[config.mk]
export PLATFORM = sky130hd
export DESIGN_NAME = ecsfp_ram
export DESIGN_NICKNAME = d
export VERILOG_FILES = /design/src/rtl/ecsfp_ram.sv
export SDC_FILE = /design/constraint.sdc
export NUM_CORES = 2
export LEC_CHECK = 0
export ABC_AREA = 0
export BUFFER_PORTS_ARGS = -buffer_cell sky130_fd_sc_hd__buf_2
export CAP_MARGIN = 20
export CORE_ASPECT_RATIO = 1.25
export CORE_MARGIN = 2
export CORE_UTILIZATION = 40
export DETAILED_ROUTE_END_ITERATION = 10
export GPL_TIMING_DRIVEN = 0
export SLEW_MARGIN = 20
export SYNTH_ARGS = -nofsm -noshare
export SYNTH_HDL_FRONTEND = slang
export SYNTH_SLANG_ARGS = --single-unit
[constraint.sdc]
create_clock -name clk -period 2 [get_ports clk]
set_input_delay 0.1 -clock clk [delete_from_list [all_inputs] [get_ports clk]]
set_output_delay 0.1 -clock clk [all_outputs]
set_load 0.01 [all_outputs]
[src/rtl/ecsfp_ram.sv]
// Generic single-clock RAM with one write port and one registered read port.
// No dependencies; read data holds until the next read is issued.
module ecsfp_ram #(
  parameter int WIDTH = 8,
  parameter int DEPTH = 256
) (
  input  logic                     clk,
  input  logic                     wr_en,
  input  logic [$clog2(DEPTH)-1:0] wr_addr,
  input  logic [WIDTH-1:0]         wr_data,
  input  logic                     rd_en,
  input  logic [$clog2(DEPTH)-1:0] rd_addr,
  output logic [WIDTH-1:0]         rd_data
);

  logic [WIDTH-1:0] mem [DEPTH];

  always_ff @(posedge clk) begin
    if (wr_en) begin
      mem[wr_addr] <= wr_data;
    end
    if (rd_en) begin
      rd_data <= mem[rd_addr];
    end
  end

endmodule

==> report_table.html <==
<table>
<tr><th>Metric</th><th>Value</th></tr>
<tr><th colspan="2">STA</th></tr>
<tr><td>Final Skew</td><td>0.0386 ns</td></tr>
<tr><td>Endpoints failing hold</td><td>0</td></tr>
<tr><td>Minimum clock period after layout</td><td>2.59 ns</td></tr>
<tr><td>Setup violations, final</td><td>112</td></tr>
<tr><td>Final cycle utilization of the critical path</td><td>129%</td></tr>
<tr><td>Slew headroom</td><td>15.7%</td></tr>
<tr><td>Worst Slack Setup Final</td><td>-0.590 ns</td></tr>
<tr><td>Sum Neg Setup Slack</td><td>-6.64 ns</td></tr>
<tr><td>Transition time of the tightest slew-check pin</td><td>1.26 ns</td></tr>
<tr><td>Number of slew-limit violations in the final report</td><td>0</td></tr>
<tr><td>RSZ-0062 raised after global routing</td><td>yes</td></tr>
<tr><td>Upper clock frequency limit</td><td>386 MHz</td></tr>
<tr><th colspan="2">Synth</th></tr>
<tr><td>Count of flip-flops with a built-in enable after synthesis</td><td>2056</td></tr>
<tr><td>Synthesized instance count</td><td>3733</td></tr>
<tr><td>Count of yosys warnings during synthesis</td><td>0</td></tr>
<tr><td>Async S/R FF share, synth</td><td>0%</td></tr>
<tr><td>Sequential area share after synthesis</td><td>77.5%</td></tr>
<tr><td>Nets in the synthesized netlist</td><td>3760</td></tr>
<tr><td>Number of distinct library cells after synthesis</td><td>54</td></tr>
<tr><td>Netlist area before placement</td><td>79600 um2</td></tr>
<tr><td>Commonest register cell after synthesis</td><td>sky130_fd_sc_hd__edfxtp_1</td></tr>
<tr><td>Synthesized area per cell</td><td>21.3 um2</td></tr>
<tr><td>Synth Register Bits</td><td>2056</td></tr>
<tr><th colspan="2">Global routing</th></tr>
<tr><td>First-pass GRT wire length</td><td>332000 um</td></tr>
<tr><td>GRT Residual Overflow</td><td>0</td></tr>
<tr><td>Global routing usage summed across all routing layers</td><td>24.1%</td></tr>
<tr><td>Antenna violations before repair</td><td>19</td></tr>
<tr><td>Largest net degree at the start of global routing</td><td>132</td></tr>
<tr><td>Number of global-route vias before repair</td><td>40400</td></tr>
<tr><th colspan="2">Drt</th></tr>
<tr><td>Post-route antenna net violation count</td><td>0</td></tr>
<tr><td>Drt first pass iters</td><td>6</td></tr>
<tr><td>Iteration-0 DRC Markers</td><td>6027</td></tr>
<tr><td>Final routed wire length divided by cell count</td><td>36.3 um</td></tr>
<tr><td>Average vias per placed instance</td><td>6.08</td></tr>
<tr><td>Drt drc</td><td>0</td></tr>
<tr><td>Total via count after detailed routing</td><td>41000</td></tr>
<tr><td>Overall routed net length</td><td>245000 um</td></tr>
<tr><th colspan="2">Floorplan</th></tr>
<tr><td>Ports placed on the boundary</td><td>35</td></tr>
<tr><td>Initial cell density of the core</td><td>40.2%</td></tr>
<tr><td>Rows</td><td>183</td></tr>
<tr><td>Core area</td><td>198000 um2</td></tr>
<tr><td>Die X-Extent</td><td>403 um</td></tr>
<tr><td>Die ar.</td><td>203000 um2</td></tr>
<tr><td>Die height</td><td>503 um</td></tr>
<tr><th colspan="2">Clocking</th></tr>
<tr><td># H-tree levels</td><td>4</td></tr>
<tr><td>TritonCTS clock tree</td><td>done</td></tr>
<tr><td>Clock sinks</td><td>2056</td></tr>
<tr><td>CTS buffer count</td><td>191</td></tr>
<tr><td>Clock Path Buffers</td><td>3</td></tr>
<tr><td>Clock-pin transition on the worst setup and hold timing paths</td><td>0.06 ns</td></tr>
<tr><td>CTS Root Buffer Type</td><td>sky130_fd_sc_hd__clkbuf_16</td></tr>
<tr><td>Clock network latency to the later pin of the worst-skew pair</td><td>0.86 ns</td></tr>
<tr><th colspan="2">Min path</th></tr>
<tr><td>Path type of the worst min-delay path</td><td>in -&gt; reg</td></tr>
<tr><th colspan="2">Worst setup path</th></tr>
<tr><td>Crit start category</td><td>register</td></tr>
<tr><td>Critical Path Fanout Max</td><td>1</td></tr>
<tr><td>Worst Setup Path Type</td><td>reg -&gt; reg</td></tr>
<tr><td>Endpoint arrival time on the critical path</td><td>3.17 ns</td></tr>
<tr><td>Endpoint kind of the worst setup timing path</td><td>register</td></tr>
<tr><td>Required time of the worst setup path</td><td>2.58 ns</td></tr>
<tr><th colspan="2">Cells and area</th></tr>
<tr><td>Final core utilization</td><td>46.4%</td></tr>
<tr><td>Share of cells above drive strength 1</td><td>29.8%</td></tr>
<tr><td>Net count of the finished layout</td><td>4028</td></tr>
<tr><td>Layout Cell Area excl Fill</td><td>92100 um2</td></tr>
<tr><td>Area growth syn-to-layout</td><td>15.6%</td></tr>
<tr><th colspan="2">Placement</th></tr>
<tr><td>Placer Congestion</td><td>1.01</td></tr>
<tr><td>Placed cell area</td><td>84200 um2</td></tr>
<tr><td>HPWL after detailed placement</td><td>165000 um</td></tr>
<tr><td>Count of port buffers added during placement</td><td>27</td></tr>
<tr><th colspan="2">Power and ir drop</th></tr>
<tr><td>PwrDens</td><td>962 nW/um2</td></tr>
<tr><td>Worst ir drop on vdd</td><td>1020 uV</td></tr>
<tr><td>Leakage power</td><td>28.0 nW</td></tr>
<tr><th colspan="2">Status</th></tr>
<tr><td>Violations in the final reports</td><td>setup timing</td></tr>
<tr><td>Run status</td><td>finished, violations left</td></tr>
<tr><th colspan="2">Flow run</th></tr>
<tr><td>Number of maximum-capacitance constraint violations</td><td>0</td></tr>
</table>
[where the power goes]
part           internal (W)  total [W]  switching [W]
Combinational       0.00180    0.00561        0.00381
Sequential           0.0475     0.0475      0.0000234
Clock                0.0195     0.0354         0.0159
Total                0.0688     0.0886         0.0197
[layout by cell type, fill, tap and decap left out, types with 26 or more instances in the layout]
master                      instances
sky130_fd_sc_hd__buf_12            29
sky130_fd_sc_hd__o221ai_1          42
sky130_fd_sc_hd__clkbuf_16        193
sky130_fd_sc_hd__nand2_1           32
sky130_fd_sc_hd__buf_8             26
sky130_fd_sc_hd__a22oi_1          127
sky130_fd_sc_hd__nor2_2           103
sky130_fd_sc_hd__clkbuf_2          55
sky130_fd_sc_hd__nor2_1           110
sky130_fd_sc_hd__buf_2             44
sky130_fd_sc_hd__mux2i_1          134
sky130_fd_sc_hd__nor2b_1           27
sky130_fd_sc_hd__nor2_4            69
sky130_fd_sc_hd__buf_4             46
sky130_fd_sc_hd__mux4_2           454
sky130_fd_sc_hd__o22ai_1           28
sky130_fd_sc_hd__nand3_1           32
sky130_fd_sc_hd__clkinv_1          50
sky130_fd_sc_hd__edfxtp_1        2056
sky130_fd_sc_hd__clkbuf_1          81
sky130_fd_sc_hd__a21oi_1           77
[worst max-delay path: stages (launching register included)]
cell and delay [ns]:
sky130_fd_sc_hd__edfxtp_1 0.37, sky130_fd_sc_hd__mux4_2 0.49, sky130_fd_sc_hd__a22o_1 0.30, sky130_fd_sc_hd__a221oi_4 0.34
sky130_fd_sc_hd__o32ai_2 0.20, sky130_fd_sc_hd__nor3_4 0.46, sky130_fd_sc_hd__nor4_4 0.16
[worst paths after layout]
path	from	to	slack [ns]	cells after the start
min	wr_addr[6]	mem[235][0]	0.07	3
max reg2reg	mem[83][6]	rd_data[6]	-0.59	6
min reg2reg	mem[104][0]	rd_data[0]	1.43	7
max	mem[83][6]	rd_data[6]	-0.59	6
[flip-flops by register name, indices dropped and copies added (netlist names)]
register  flops
mem        2048
rd_data       8
[timing repair]
action                                  4_1_cts  5_1_grt
pin swaps                                    10       16
hold buffers                                 10        0
setup buffers                                 7        2
gates resized for setup                     384       93
endpoints found under the hold margin       855        0
endpoints found under the setup margin     1329      520
cloned                                        0        0
[layout make-up]
type,count,area [um2]
diodes,7,17.5
clock buffers,242,5010
fillers,16400,106000
inverters,2,7.51
flip-flops and latches,2056,61700
multi-input cells,1442,18100
repair buffers,76,1120
plain buffers,232,1930
well taps,2590,3240
clock inverters,101,920
[cells in the mapped netlist, types with 24 or more instances]
cell type                  instances  area (um2)
sky130_fd_sc_hd__buf_4            27         203
sky130_fd_sc_hd__nand2_1          33         124
sky130_fd_sc_hd__nor2b_1          31         194
sky130_fd_sc_hd__nor4_1           24         150
sky130_fd_sc_hd__buf_2            31         155
sky130_fd_sc_hd__o22ai_1          28         175
sky130_fd_sc_hd__mux2i_1         134        1340
sky130_fd_sc_hd__mux4_2          454       10200
sky130_fd_sc_hd__edfxtp_1       2056       61700
sky130_fd_sc_hd__nand3_1          34         170
sky130_fd_sc_hd__a21oi_1          96         480
sky130_fd_sc_hd__clkbuf_1        111         417
sky130_fd_sc_hd__o221ai_1         46         403
sky130_fd_sc_hd__a22oi_1         133         998
sky130_fd_sc_hd__nor2_1          282        1060
[kinds of logic after synthesis]
kind of cell    after synthesis  synth area share, %
mux                         591                 14.6
simple gates                466                 2.63
compound gates              385                 3.42
flops                      2056                 77.5
buf+inv                     235                 1.83
[stage by stage]
step                      setup slack [ns]  hold WS, ns  instances  power [W]
after floorplan                    -0.0574        0.199       3733     0.0509
final                               -0.590       0.0703       6748     0.0886
after detailed placement             -2.58        0.351       6380     0.0536
after global routing                -0.583       0.0233       6742     0.0905
after global placement               -3.42        0.433       6350     0.0536
after CTS                           -0.568       0.0130       6739     0.0887
[routing by layer]
metal | GRT usage [%] | vias to the layer above | wire length [um]
met4 | 14.2 | 16 | 16300
li1 | - | 16300 | -
met5 | 0 | - | 107
met3 | 5.40 | 526 | 22800
met2 | 38.7 | 2273 | 117000
met1 | 30.2 | 21900 | 88500
Power figures use the tool's default switching activity.
